File: config.mk
export PLATFORM = sky130hd
export DESIGN_NAME = link_receiver_fifo_with_credits
export DESIGN_NICKNAME = d
export VERILOG_FILES = /design/src/rtl/core/lrf_pkg.sv /design/src/rtl/core/lrf_store.sv /design/src/rtl/core/link_receiver_fifo_with_credits.sv
export VERILOG_INCLUDE_DIRS = /design/src /design/src/rtl/core
export SDC_FILE = /design/constraint.sdc
export NUM_CORES = 1
export LEC_CHECK = 0
export BUFFER_PORTS_ARGS = -buffer_cell sky130_fd_sc_hd__buf_2
export CORE_ASPECT_RATIO = 0.9
export CORE_MARGIN = 2
export CORE_UTILIZATION = 55
export CTS_CLUSTER_SIZE = 8
export DETAILED_ROUTE_END_ITERATION = 10
export GPL_TIMING_DRIVEN = 0
export PLACE_DENSITY = 0.75
export RECOVER_POWER = 50
export SYNTH_ARGS = -nofsm -noshare
export SYNTH_HDL_FRONTEND = slang
export SYNTH_SLANG_ARGS = --single-unit
File: constraint.sdc
create_clock -name clk -period 6.3 [get_ports clk]
set_clock_uncertainty 0.15 [all_clocks]
set_input_delay 0.945 -clock clk [delete_from_list [all_inputs] [get_ports clk]]
set_output_delay 0.945 -clock clk [all_outputs]
set_load 0.01 [all_outputs]
File: src/rtl/core/link_receiver_fifo_with_credits_defines.svh
// Assertion macros shared by the link receiver RTL.
`ifndef LINK_RECEIVER_FIFO_WITH_CREDITS_DEFINES_SVH
`define LINK_RECEIVER_FIFO_WITH_CREDITS_DEFINES_SVH

`ifndef SYNTHESIS
// Concurrent check sampled on the rising clock edge, off while reset is low.
`define LRF_ASSERT(lbl, clk, rstn, prop, msg) \
  lbl: assert property (@(posedge clk) disable iff (!rstn) prop) else $error(msg);
// Concurrent check that also holds during reset.
`define LRF_ASSERT_ALWAYS(lbl, clk, prop, msg) \
  lbl: assert property (@(posedge clk) prop) else $error(msg);
`else
`define LRF_ASSERT(lbl, clk, rstn, prop, msg)
`define LRF_ASSERT_ALWAYS(lbl, clk, prop, msg)
`endif

`endif

File: src/rtl/core/lrf_pkg.sv
`default_nettype none

package lrf_pkg;

  // Default beat width and buffer index width.
  localparam int unsigned BEAT_WIDTH_DEF = 16;
  localparam int unsigned INDEX_BITS_DEF = 4;

  // Read index bit whose toggle returns one credit.
  localparam int unsigned CREDIT_BIT = 3;

  // Width of the word handed to the core.
  localparam int unsigned WORD_WIDTH = 64;

endpackage

`default_nettype wire

File: src/rtl/core/lrf_store.sv
`default_nettype none

module lrf_store #(
  parameter int unsigned ENTRY_W    = 32,
  parameter int unsigned INDEX_BITS = 4
) (
  input  wire logic                  clk,
  input  wire logic                  wr_en,
  input  wire logic [INDEX_BITS-1:0] wr_addr,
  input  wire logic [ENTRY_W-1:0]    wr_data,
  input  wire logic [INDEX_BITS-1:0] rd_addr,
  output logic      [ENTRY_W-1:0]    rd_data
);

  localparam int unsigned Depth = 1 << INDEX_BITS;

  logic [ENTRY_W-1:0] mem [Depth];
  logic [ENTRY_W-1:0] rd_data_r;

  // Entry write, and a prefetch of the entry the next item will read.
  // A write to the prefetched address forwards the new data.
  always_ff @(posedge clk) begin
    if (wr_en) begin
      mem[wr_addr] <= wr_data;
    end
    if (wr_en && (wr_addr == rd_addr)) begin
      rd_data_r <= wr_data;
    end else begin
      rd_data_r <= mem[rd_addr];
    end
  end

  assign rd_data = rd_data_r;

endmodule

`default_nettype wire

File: src/rtl/core/link_receiver_fifo_with_credits.sv
// The result of an item is registered and valid in the cycle after the item is accepted.
// Throughput: one item per cycle; the input stalls only while a result waits
// in the output register and the output side is stalled.
// Reset (synchronous, rst_n low) clears pointers, flags, held words and the
// output valid flag; the output data and the entry store are not reset.
`default_nettype none

`include "link_receiver_fifo_with_credits_defines.svh"

module link_receiver_fifo_with_credits #(
  parameter int unsigned BEAT_WIDTH = lrf_pkg::BEAT_WIDTH_DEF,
  parameter int unsigned INDEX_BITS = lrf_pkg::INDEX_BITS_DEF
) (
  input  wire logic                           clk,
  input  wire logic                           rst_n,
  // Input channel
  input  wire logic                           in_valid,
  output logic                                in_stall,
  input  wire logic                           in_link_valid,
  input  wire logic [BEAT_WIDTH-1:0]          in_link_beat,
  input  wire logic                           in_sink_ready,
  // Result channel
  output logic                                out_valid,
  input  wire logic                           out_stall,
  output logic [lrf_pkg::WORD_WIDTH-1:0]      out_word_out,
  output logic                                out_word_valid,
  output logic                                out_credit_pulse
);

  import lrf_pkg::*;

  localparam int unsigned EntryW  = 2 * BEAT_WIDTH;
  localparam int unsigned PtrW    = INDEX_BITS + 1;
  localparam int unsigned FullW   = 2 * EntryW;
  localparam int unsigned WideW   = (FullW > WORD_WIDTH) ? FullW : WORD_WIDTH;

  // State
  logic                  half_r,    half_nxt;
  logic [BEAT_WIDTH-1:0] first_r,   first_nxt;
  logic [PtrW-1:0]       wr_idx_r,  wr_idx_nxt;
  logic [PtrW-1:0]       rd_idx_r,  rd_idx_nxt;
  logic [EntryW-1:0]     low_r,     low_nxt;
  logic [WORD_WIDTH-1:0] word_r,    word_nxt;
  logic                  wvld_r,    wvld_nxt;
  logic                  credit_r,  credit_nxt;

  // Output register
  logic                  out_valid_r;
  logic [WORD_WIDTH-1:0] out_word_r;
  logic                  out_wvld_r;
  logic                  out_credit_r;

  logic                  acc;
  logic                  take_first;
  logic                  take_second;
  logic                  nonempty;
  logic                  read_low;
  logic                  read_high;
  logic                  accept_word;
  logic                  toggle;
  logic [PtrW-1:0]       rd_idx_inc;
  logic [EntryW-1:0]     wr_data;
  logic [EntryW-1:0]     rd_data;
  logic [FullW-1:0]      word_full;
  logic [WideW-1:0]      word_wide;

  // An item enters whenever the output register is free or drains this cycle.
  assign in_stall = out_valid_r & out_stall;
  assign acc      = in_valid & ~in_stall;

  // Decode of what this item does to the buffer.
  assign take_first  = in_link_valid & ~half_r;
  assign take_second = in_link_valid & half_r;
  assign nonempty    = wr_idx_r != rd_idx_r;
  assign read_low    = nonempty & ~rd_idx_r[0] & ~wvld_r;
  assign read_high   = nonempty & rd_idx_r[0] & ~wvld_r;
  assign accept_word = in_sink_ready & wvld_r;
  assign rd_idx_inc  = rd_idx_r + PtrW'(1);
  assign toggle      = rd_idx_inc[CREDIT_BIT] ^ rd_idx_r[CREDIT_BIT];

  // Second beat goes in the upper half of the entry.
  assign wr_data   = {in_link_beat, first_r};
  assign word_full = {rd_data, low_r};
  assign word_wide = WideW'(word_full);

  // Next state for one accepted item.
  always_comb begin
    half_nxt   = half_r;
    first_nxt  = first_r;
    wr_idx_nxt = wr_idx_r;
    rd_idx_nxt = rd_idx_r;
    low_nxt    = low_r;
    word_nxt   = word_r;
    wvld_nxt   = wvld_r;
    credit_nxt = credit_r;
    if (acc) begin
      if (take_first) begin
        half_nxt  = 1'b1;
        first_nxt = in_link_beat;
      end
      if (take_second) begin
        half_nxt   = 1'b0;
        wr_idx_nxt = wr_idx_r + PtrW'(1);
      end
      if (read_low) begin
        low_nxt    = rd_data;
        rd_idx_nxt = rd_idx_inc;
      end
      credit_nxt = read_high & toggle;
      if (read_high) begin
        word_nxt   = word_wide[WORD_WIDTH-1:0];
        wvld_nxt   = 1'b1;
        rd_idx_nxt = rd_idx_inc;
      end else if (accept_word) begin
        wvld_nxt = 1'b0;
      end
    end
  end

  // Entry store with registered read of the entry at the next read index.
  lrf_store #(
    .ENTRY_W    (EntryW),
    .INDEX_BITS (INDEX_BITS)
  ) u_store (
    .clk     (clk),
    .wr_en   (acc & take_second),
    .wr_addr (wr_idx_r[INDEX_BITS-1:0]),
    .wr_data (wr_data),
    .rd_addr (rd_idx_nxt[INDEX_BITS-1:0]),
    .rd_data (rd_data)
  );

  // Control state.
  always_ff @(posedge clk) begin
    if (!rst_n) begin
      half_r   <= 1'b0;
      first_r  <= '0;
      wr_idx_r <= '0;
      rd_idx_r <= '0;
      low_r    <= '0;
      word_r   <= '0;
      wvld_r   <= 1'b0;
      credit_r <= 1'b0;
    end else begin
      half_r   <= half_nxt;
      first_r  <= first_nxt;
      wr_idx_r <= wr_idx_nxt;
      rd_idx_r <= rd_idx_nxt;
      low_r    <= low_nxt;
      word_r   <= word_nxt;
      wvld_r   <= wvld_nxt;
      credit_r <= credit_nxt;
    end
  end

  // Output register: loaded with the state after each item.
  always_ff @(posedge clk) begin
    if (!rst_n) begin
      out_valid_r <= 1'b0;
    end else if (acc) begin
      out_valid_r <= 1'b1;
    end else if (!out_stall) begin
      out_valid_r <= 1'b0;
    end
  end

  always_ff @(posedge clk) begin
    if (acc) begin
      out_word_r   <= word_nxt;
      out_wvld_r   <= wvld_nxt;
      out_credit_r <= credit_nxt;
    end
  end

  assign out_valid        = out_valid_r;
  assign out_word_out     = out_word_r;
  assign out_word_valid   = out_wvld_r;
  assign out_credit_pulse = out_credit_r;

  // An accepted item always produces a result in the next cycle.
  `LRF_ASSERT(a_item_result, clk, rst_n, acc |=> out_valid_r, "accepted item gave no result")
  // A credit is only returned together with a freshly completed word.
  `LRF_ASSERT(a_credit_word, clk, rst_n, credit_r |-> wvld_r, "credit without a word")
  // A credit leaves the read index on an eight-entry boundary.
  `LRF_ASSERT_ALWAYS(a_credit_align, clk,
    credit_r |-> (rd_idx_r[CREDIT_BIT-1:0] == '0), "credit off an eight-entry boundary")
  // The read index only moves while no word is held.
  `LRF_ASSERT(a_read_hold, clk, rst_n,
    (acc && wvld_r) |=> (rd_idx_r == $past(rd_idx_r)), "read while a word is pending")

endmodule

`default_nettype wire
# Word level (Yosys, flattened, before mapping)

Memories as Yosys holds them, arrays and structs flattened. A register that Yosys moved wholly into a read port is not among the register bits.
Cells that the tools add are included.

Register bits: 192
Bits in latches: 0
Memory bits (writable): 512
Memory bits (read-only): 0
Bits of input ports: 22
Output and inout bits: 68
Logic and storage cells: 56
Memories: 1

Memory list:

| name        | depth | bits a word | read ports | clocked after memory_dff | write ports | line            | source |
|---|---|---|---|---|---|---|---|
| u_store.mem | 16    | 32          | 1          | 1                        | 1           | lrf_store.sv:17 | `logic [ENTRY_W-1:0] mem [Depth];` |

$add $sub $neg: 2
Multiply operators: 0
Divide/modulo/power cells: 0
Order comparisons: 0
Equality and inequality tests: 2
Shift-type cells: 0
Multiplexer cells: 15
Bitwise operators: 16
Reduce and logical (&&, ||, !) cells: 7

Operators with widths:

| operator            | count |
|---|---|
| $mux 64             | 2 |
| $and 1x1->1         | 11 |
| $add 5x1->5 const B | 2 |
| $mux 1              | 10 |
| $mux 5              | 2 |
| $reduce_and 2->1    | 5 |
| $ne 5x5->1          | 1 |
| $mux 4              | 1 |
| $not 1->1           | 4 |
| $reduce_bool 2->1   | 2 |
| $ne 2x1->1 const B  | 1 |
| $xor 1x1->1         | 1 |

# Longest topological paths before layout

Gate-level depths: netlist of the first run.

Depth after elaboration: 6
Gate-level depth with buffers: 8
Gate-level depth less buffers: 5

# Hierarchy

From an unflattened synthesis of the first run, not the netlist that was laid out.

Cells, all modules: 1454
Area, all modules: 27132.3 µm²

Modules (own cells, without submodules):

| module                          | times used | cells each | area each (µm²) | sequential area each (µm²) |
|---|---|---|---|---|
| lrf_store                       | 1          | 810        | 19293.5         | 15454.8 |
| link_receiver_fifo_with_credits | 1          | 644        | 7838.8          | 4504.3 |

# Least setup slack after synthesis of the first run

Ideal clock, no wire load.

Path type: in2reg
From: input port in_valid
To: memory u_store.mem[3][0], enable pin
Library setup time: 0.461 ns
Arrival: 5.704 ns
Data required time: 5.689 ns
Setup slack: -0.015 ns
Stages on the path: 5
Path buffers: 1
Cell sequence: a21boi_2 and3_1 buf_2 nand2_1 nor3_1

Cells in the longest elaborated chain, start to end: 4

Ends and longest elaborated chain:

| what                         | line                                   | source |
|---|---|---|
| from (decl)                  | link_receiver_fifo_with_credits.sv:17  | `input wire logic in_valid,` |
| $and 1x1->1                  | link_receiver_fifo_with_credits.sv:69  | `assign acc = in_valid & ~in_stall;` |
| $and 1x1->1                  | link_receiver_fifo_with_credits.sv:126 | `.wr_en (acc & take_second),` |
| $mux 1                       | lrf_store.sv:23                        | `if (wr_en) begin` |
| $mux 1 (implied by the code) | lrf_store.sv:24                        | `mem[wr_addr] <= wr_data;` |
| to (decl)                    | lrf_store.sv:17                        |  |

No other way between the ends.

# Final worst setup path of the first run

From: input port out_stall
To: register low_r[17]

Cells in the longest elaborated chain, start to end: 4

Ends and longest elaborated chain:

| what                       | line                                   | source |
|---|---|---|
| from (decl)                | link_receiver_fifo_with_credits.sv:24  | `input wire logic out_stall,` |
| $and 1x1->1                | link_receiver_fifo_with_credits.sv:68  | `assign in_stall = out_valid_r & out_stall;` |
| $not 1->1                  | link_receiver_fifo_with_credits.sv:69  |  |
| $and 1x1->1                | link_receiver_fifo_with_credits.sv:69  |  |
| named net acc              | link_receiver_fifo_with_credits.sv:53  | `logic acc;` |
| $reduce_and 2->1 (no line) | -                                      |  |
| to (signal assigned)       | link_receiver_fifo_with_credits.sv:149 | `low_r <= low_nxt;` |
| to (decl)                  | link_receiver_fifo_with_credits.sv:42  | `logic [EntryW-1:0] low_r, low_nxt;` |

The timed path passes the listed nets, and every way through them passes these cells.
A chain may end at the register's enable or synchronous reset.

==> results of run 1 <==
registers in the layout, indices dropped and copies added, names as in the netlist, 5 cells and up, named ones only:
register      flops
first_r          16
low_r            32
out_word_out     64
rd_idx_r          5
u_store.mem     512
word_r           64
wr_idx_r          5
per-stage QoR:
step / power (µW) / setup WS (ns)
after floorplan: 5376 / 0.04169
after global placement: 5488 / -3.392
after detailed placement: 5501 / 2.027
after CTS: 10190 / 2.668
after global routing: 10410 / 1.796
final: 10130 / 2.063
area by class of cell:
cell class                      count  area, µm²  area share [%]
Sequential cell                   708      19960           65.65
Multi-Input combinational cell    519       5811           19.11
Clock buffer                      145       2650           8.717
Tap cell                          616      770.7           2.535
Timing Repair Buffer              114      768.2           2.527
Buffer                             72      331.6           1.091
Clock inverter                      7      97.59          0.3210
Inverter                            3      11.26         0.03704
Antenna cell                        1      2.502        0.008231
metal layers:
metal | wire, µm | track usage, % | part of all wire [%]
met2 | 27250 | 37.68 | 47
met4 | 1502 | 7.995 | 2.6
met1 | 22540 | 33.38 | 39
met5 | 0 | 0 | 0
met3 | 6449 | 7.765 | 11
worst paths after layout:
kind | from | depth (start not counted) | slack, ns | endpoint
worst max-delay path | out_stall | 9 | 2.06 | low_r[17]
worst min-delay path | low_r[24] | 1 | 0.33 | low_r[24]
worst min register to register | low_r[24] | 1 | 0.33 | low_r[24]
worst max register to register | out_valid | 8 | 2.17 | low_r[17]
critical path, stage by stage:
cell	delay, ns
clkbuf_1	0.11
a21boi_4	0.60
clkbuf_1	1.03
buf_12	0.30
and2b_1	0.19
o21ai_0	0.31
nor3b_2	0.44
clkbuf_1	0.47
a22o_1	0.22
cell families (layout without fill, tap and decap cells):
family | after synthesis | in the layout | synth area share, %
multiplexers | 195 | 195 | 13.99
other | 0 | 1 | 0
buffers and inverters | 75 | 341 | 1.324
adder cells (fa/ha/maj) | 5 | 5 | 0.2407
flip-flops | 708 | 708 | 76.80
AO/OA/AOI/OAI | 124 | 124 | 3.717
AND/OR/NAND/NOR | 184 | 184 | 3.567
XOR/XNOR | 11 | 11 | 0.3707
power groups by stage:
stage | sequential, µW | combinational, µW | clock [µW]
2_1_floorplan | 5220 | 159 | 0
3_3_place_gp | 5210 | 274 | 0
3_5_place_dp | 5210 | 287 | 0
4_1_cts | 5130 | 290 | 4780
5_1_grt | 5130 | 301 | 4980
6_report | 5130 | 277 | 4730
layout by cell type, fill, tap and decap left out, types with 8 or more instances in the layout:
master / synthesis / final
buf_4: 11 / 11
clkbuf_1: 33 / 166
nor2_4: 0 / 12
clkbuf_16: 0 / 99
edfxtp_1: 578 / 578
buf_1: 11 / 11
buf_12: 0 / 9
mux4_2: 128 / 128
buf_6: 0 / 8
dfxtp_1: 130 / 130
buf_2: 17 / 20
mux2_2: 65 / 64
a22oi_1: 64 / 64
a22o_1: 32 / 32
nand2_1: 76 / 76
xnor2_1: 10 / 10
a21boi_0: 19 / 19
and2_1: 74 / 69
==> run summary, run 1 <==
Worst VDD drop = 0.2295 mV
Finished Core Util = 65.19%
Ys Warns = 0
hold_buf cts = 0
critical path peak fanout = 31
Root Driver = clkbuf_16
post-layout net count = 1,543
Die Wd = 233.1 µm
Logic pwr share = 2.7%
TNS Setup = 0 ns
# fillers = 3,004
Hold Crit Class = register to register
status = completed
CTS tree = yes
share of cells above drive strength 1 = 23.79%
post-route cell area = 30,400 µm²
EDFF count, synth = 578
Tmin final = 4.237 ns
worst skew pair latency = 0.63 ns
Internal Power = 8102 µW
syn_area_per_cell = 19.96 µm²
Yosys reg bits = 708
Crit path arrival time = 4.64 ns
synth top area cells = edfxtp_1, mux4_2, dfxtp_1
Final ANT Viol Nets = 0
Post-DP HPWL = 35.38 mm
DRT iter0 DRCs = 1,554
Initial DRT Pass Iterations = 5
boundary pin count = 90
switch share = 20.03%
num rows = 75
area leader, netlist = edfxtp_1
clk sinks = 708
WHS = 0.3255 ns
max-cap violations = 0
Sequential Power Share = 50.6%
setup bufs post-CTS = 0
count leader, synth = edfxtp_1
Clock power frac = 46.6%
initial core utilization = 55.73%
Leak Pwr = 0.01007 µW
P&R area growth vs syn = 16.97%
ys async rst share = 0%
dpl cell area = 27,780 µm²
Die Y = 210.2 µm
pin count of the biggest net entering global routing = 32
TritonCTS Buffers = 98
setup violators final = 0
highest clock rate = 236.0 MHz
Synth Net Count = 1,329
final cell count without fillers = 2,185
Via density = 6.100
Seq/Total Area, Yosys = 76.80%
final WL = 57.75 mm
placed cells = 2,032
Worst-path clk slew = 0.05 ns
gr usage total = 24.41%
top-area cell type share of the netlist area = 66.78%
RSZ-0062 raised after global routing = false
antenna violations before repair = 0
max-slew violation count = 0
GR Overflow Total = 0
relative slew slack = 11.46%
# resized after CTS = 0
Worst-Margin Slew = 1.328 ns
# H-tree levels = 3
critical path type = input port to register
RD Place Congestion = 0.8183
WL per Instance = 26.43 µm
most common library cells after synthesis = edfxtp_1, dfxtp_1, mux4_2
DRC = 0
Tcrit/Tclk final = 67.25%
post-synthesis instance area = 25,990 µm²
critical path capture point type = register
CTS Buffer Depth = 3
final-report hold violation count = 0
IO buf count = 89
startpoint types = input port
Syn Inst Count = 1,302
Req. time, crit path = 6.70 ns
Vias = 13.33k
pwr dens = 333.3 nW/µm²
switching power = 2029 µW
dominant synthesized flop cell = edfxtp_1
via count of the first global-routing pass = 13.79k
Core Area = 46,640 µm²
global-route wire length before repair = 86.14 mm
Die Area = 49,010 µm²
Synth cell types = 35
No activity file was read; power rests on OpenSTA's default activity.
==> run 2, diff against run 1 <==
CORE_UTILIZATION = 60   (was 55)
PLACE_DENSITY = 0.77   (was 0.75)
clock period = 4.3 ns   (was 6.3 ns; I/O delays follow)
==> run 2 against run 1 <==
Effect of this change: first-iteration DRC count is 3.7% higher; worst hold slack got worse by 0.22 ns; critical path type is now register to register; clock-buffer cell count is 15 higher; routed wire length is 1.0% higher; cell count down 2.3%; flip-flop and latch count unchanged.
==> run summary, run 2 (synthesis gave the netlist of run 1 again) <==
Via density = 6.354
Final ANT Viol Nets = 0
commonest non-fill, non-tap cell in the layout = edfxtp_1
TritonCTS Buffers = 98
worst r2r path cells = 8
CTS Buffer Depth = 3
max-slew violation count = 0
RD Place Congestion = 0.8129
Tcrit/Tclk final = 89.22%
Total Power = 14,880 µW
highest clock rate = 260.7 MHz
antenna violations before repair = 1
num rows = 72
IO buf count = 89
Root Driver = clkbuf_16
Leak Pwr = 0.01007 µW
status = completed
most used cell along the critical path = buf_12
critical path type = register to register
hold path endpoint = out_valid
max reg flops = 512
hold_buf cts = 0
boundary pin count = 90
final WL = 58.34 mm
Vias = 13.56k
hold_sp = in_valid
# resized after CTS = 0
CTS tree = yes
Setup WS pre-CTS = 0.2939 ns
Die Wd = 223.4 µm
R2R Setup Slk = 0.46 ns
share of cells above drive strength 1 = 23.18%
worst path cell trace = a21boi_4 -> buf_12 -> buf_12 -> and3_1 -> clkbuf_1 -> nand2_1 -> nor2_4 -> buf_16
Die Y = 201.4 µm
# H-tree levels = 3
setup violators final = 0
gr usage total = 26.74%
Largest stage delay, worst path = 0.75 ns
critical path peak fanout = 31
global-route wire length before repair = 87.60 mm
Req. time, crit path = 4.46 ns
Crit-path slowest cell = nor2_4
Initial DRT Pass Iterations = 5
Tmin final = 3.837 ns
critical path capture point type = register
clk sinks = 708
worst skew pair latency = 0.64 ns
P&R area growth vs syn = 17.22%
commonest non-fill, non-tap cells in the layout = edfxtp_1, clkbuf_1, dfxtp_1
initial core utilization = 60.61%
setup bufs post-CTS = 0
startpoint types = register
RSZ-0062 raised after global routing = false
Final WS setup = 0.4634 ns
post-layout net count = 1,540
ant diodes = 0
DRT iter0 DRCs = 1,611
DRC = 0
pin count of the biggest net entering global routing = 32
Worst-Margin Slew = 0.9739 ns
largest register by flop count = u_store.mem
Hold Crit Class = input port to register
final-report hold violation count = 0
Worst Setup SP = out_valid
Crit path arrival time = 4.00 ns
FF-to-FF End = u_store.mem[7][22]
via count of the first global-routing pass = 14.12k
Post-DP HPWL = 35.79 mm
Worst-path clk slew = 0.05 ns
WL per Instance = 27.34 µm
WHS = 0.1024 ns
Core Area = 42,880 µm²
WHS Path Cells = 2
Finished Core Util = 71.04%
pwr dens = 488.5 nW/µm²
Worst VDD drop = 0.3194 mV
Crit Reg-Reg Startpoint = out_valid
GR Overflow Total = 0
max-cap violations = 0
Die Area = 45,000 µm²
relative slew slack = 35.07%
==> run 2: routing by layer <==
| layer | track usage [%] | vias to the layer above | wire (µm) |
|---|---|---|---|
| li1 | - | 5652 | - |
| met1 | 36.30 | 6903 | 22360 |
| met2 | 41.18 | 850 | 27330 |
| met3 | 8.207 | 154 | 6588 |
| met4 | 10.67 | 0 | 2056 |
| met5 | 0 | - | 0 |
==> run 2: final cells by class <==
| cell class | count | area (µm²) |
|---|---|---|
| tap | 555 | 694.4 |
| sequential | 708 | 19960 |
| clock buffer | 160 | 2728 |
| clock inverter | 6 | 71.32 |
| timing repair buffer | 111 | 845.8 |
| fill | 2477 | 12420 |
| inverter | 3 | 11.26 |
| multi-input combinational | 519 | 5829 |
| buffer | 72 | 325.3 |
==> run 2: power breakdown <==
part	switching (µW)	internal, µW	total (µW)
Sequential	46.8	7470	7510
Clock	2690	4270	6960
Combinational	250	162	411
Total	2980	11900	14900
==> run 2: worst max path at each step <==
stage	end	slack (ns)	cells after the start
floorplan	u_store.mem[15][0]	-0.13	5
global placement	u_store.mem[12][14]	-2.32	6
CTS	u_store.mem[7][22]	0.67	8
finish	u_store.mem[7][22]	0.46	8
global route	u_store.mem[7][20]	0.26	8
detailed placement	u_store.mem[7][13]	0.29	9
==> run 2: through the flow <==
stage	area (µm²)	TNS [ns]	std cells
floorplan	26030	-23.84	1302
global placement	27170	-958.27	1946
detailed placement	27780	0	1968
CTS	30580	0	2134
global route	30460	0	2134
finish	30460	0	2134
==> run 2: worst max-delay path: cells and delay by family, from the launching register on <==
family / cells / cell delay [ns]
DFF: 1 / 0.33
buffers and inverters: 4 / 1.11
and+or+nand+nor: 3 / 1.45
AOI/OAI and AO/OA: 1 / 0.45
==> run 3, diff against run 2 <==
ABC_CLOCK_PERIOD_IN_PS = 4300   (was unset)
CELL_PAD_IN_SITES_DETAIL_PLACEMENT = 2   (was unset)
CELL_PAD_IN_SITES_GLOBAL_PLACEMENT = 2   (was unset)
CORE_UTILIZATION = 48   (was 60)
PLACE_DENSITY = unset   (was 0.77)
PLACE_DENSITY_LB_ADDON = 0.1   (was unset)
==> run 3 against run 2 <==
Effect of this change: the flow now finishes with violations (capacitance limit, slew limit); worst hold slack got worse by 0.0073 ns; via count rose by 4.2%; global-route usage rose by 2.7 points; maximum frequency rose by 1.3%; register-to-register slack improved by 0.05 ns; non-clock buffer count rose by 2; worst setup slack improved by 0.051 ns; flip-flop and latch count did not move; routed wire length rose by 39%; core utilization fell by 14 points; combinational power rose by 8.0%; sequential power barely moved.
==> run summary, run 3 (synthesis gave the netlist of run 1 again) <==
status = complete, but fails checks
failing checks = capacitance limit, slew limit
critical path capture point type = register
Via density = 6.212
Initial DRT Pass Iterations = 5
Logic pwr share = 2.9%
R2R Setup Slk = 0.51 ns
worst r2r path cells = 8
placed cells = 2,112
gr usage total = 29.42%
RD Place Congestion = 0.7357
DRC = 0
CTS Buffer Depth = 3
TritonCTS Buffers = 98
footprint of the multi-input gates = 5829 µm²
Die Y = 224.8 µm
commonest non-fill, non-tap cells in the layout = edfxtp_1, clkbuf_1, dfxtp_1
largest register by flop count = u_store.mem
ant diodes = 0
Clock power frac = 47.8%
GR Overflow Total = 0
Tcrit/Tclk final = 88.04%
hold_sp = in_valid
share of cells above drive strength 1 = 22.83%
highest clock rate = 264.2 MHz
post-layout net count = 1,542
Die Area = 56,030 µm²
WL per Instance = 35.62 µm
final-report hold violation count = 0
# resized after CTS = 0
via count of the first global-routing pass = 15.34k
setup bufs post-CTS = 0
commonest non-fill, non-tap cell in the layout = edfxtp_1
Worst-path clk slew = 0.05 ns
pwr dens = 497.8 nW/µm²
Sequential Power Share = 49.3%
max-cap violations = 1
antenna violations before repair = 2
num rows = 80
Die Wd = 249.3 µm
max-slew violation count = 28
Finished Core Util = 57.54%
final cell count without fillers = 2,274
most used routing layer = met2
Hold Crit Class = input port to register
relative slew slack = -6.453%
initial core utilization = 48.81%
clk sinks = 708
Worst VDD drop = 0.3622 mV
CTS tree = yes
WHS Path Cells = 2
M2 GR Usage = 49.06%
DRT iter0 DRCs = 1,549
max reg flops = 512
switching power = 3280 µW
GRT met3 Usage = 6.203%
startpoint types = register
worst skew pair latency = 0.64 ns
critical path peak fanout = 10
final WL = 81.00 mm
Root Driver = clkbuf_16
RSZ-0062 raised after global routing = false
pin count of the biggest net entering global routing = 30
P&R area growth vs syn = 17.89%
Core Area = 53,250 µm²
# H-tree levels = 3
Post-DP HPWL = 49.44 mm
switch share = 21.50%
Req. time, crit path = 4.67 ns
setup violators final = 0
Internal Power = 11,970 µW
hold_buf cts = 0
Worst-Margin Slew = 1.597 ns
Vias = 14.13k
total area of sequential cells = 19,960 µm²
Crit path arrival time = 4.15 ns
global-route wire length before repair = 115.2 mm
Crit Reg-Reg Startpoint = wr_idx_r[2]
# fillers = 4,391
IO buf count = 89
FF-to-FF End = word_r[57]
Leak Pwr = 0.01008 µW
boundary pin count = 90
Tmin final = 3.786 ns
hold path endpoint = out_valid
Final ANT Viol Nets = 0
critical path type = register to register
GR Util met1 = 38.99%
[run 3: cell count changes in the layout (fill, tap and decap cells not counted)]
cell | before | now
buf_12 | 10 | 7
clkbuf_1 | 181 | 180
clkbuf_16 | 100 | 101
buf_8 | 2 | 6
mux2_2 | 61 | 56
clkinv_2 | 1 | 0
clkinv_8 | 3 | 0
mux2_1 | 4 | 9
bufinv_16 | 0 | 1
[run 3: critical path, cell delays in order (launching register included)]
cell and delay (ns):
dfxtp_1 0.32, clkbuf_1 0.73, xnor2_1 0.20, nand4_1 0.17
o211ai_1 0.38, clkbuf_1 0.53, clkbuf_1 0.57, mux2_2 0.44
and2_1 0.17
[run 3: layer usage]
| metal | vias to the layer above | wire length [µm] |
|---|---|---|
| met1 | 7602 | 32860 |
| met2 | 718 | 40090 |
| met3 | 162 | 5685 |
| met4 | 0 | 2353 |
| met5 | - | 0 |
| li1 | 5643 | - |
[run 3: how the worst max path moves through the flow]
stage / to / from / slack (ns) / cells after the start
floorplan: u_store.mem[15][0] / in_valid / -0.13 / 5
global placement: u_store.mem[12][13] / out_stall / -2.64 / 6
detailed placement: u_store.mem[11][14] / out_stall / 0.25 / 8
CTS: word_r[56] / register / 0.59 / 7
global route: word_r[57] / wr_idx_r[2] / 0.39 / 8
finish: word_r[57] / wr_idx_r[2] / 0.51 / 8
[run 3: through the flow]
stage          total power [µW]  area (µm²)  hold slack [ns]  setup TNS [ns]  setup slack, ns
2_1_floorplan              7876       26030           0.2950          -23.84          -0.1253
3_3_place_gp               8055       27350           0.3083        -1077.64           -2.636
3_5_place_dp               8097       27980           0.3143               0           0.2544
4_1_cts                   15350       30770          0.06650               0           0.5924
5_1_grt                   15600       30640          0.08352               0           0.3860
6_report                  15250       30640          0.09503               0           0.5143
[run 3: power by group through the flow]
stage | Combinational [µW] | Clock (µW) | Sequential, µW
finish | 444 | 7290 | 7520
global route | 473 | 7600 | 7520
CTS | 460 | 7380 | 7510
detailed placement | 449 | 0 | 7650
global placement | 417 | 0 | 7640
floorplan | 234 | 0 | 7640
[run 3: cell type report]
| class | instances | area share [%] |
|---|---|---|
| Buffer | 72 | 1.062 |
| Clock buffer | 159 | 8.959 |
| Clock inverter | 3 | 0.1552 |
| Inverter | 3 | 0.03675 |
| Multi-Input combinational cell | 519 | 19.03 |
| Sequential cell | 708 | 65.14 |
| Tap cell | 697 | 2.846 |
| Timing Repair Buffer | 113 | 2.773 |
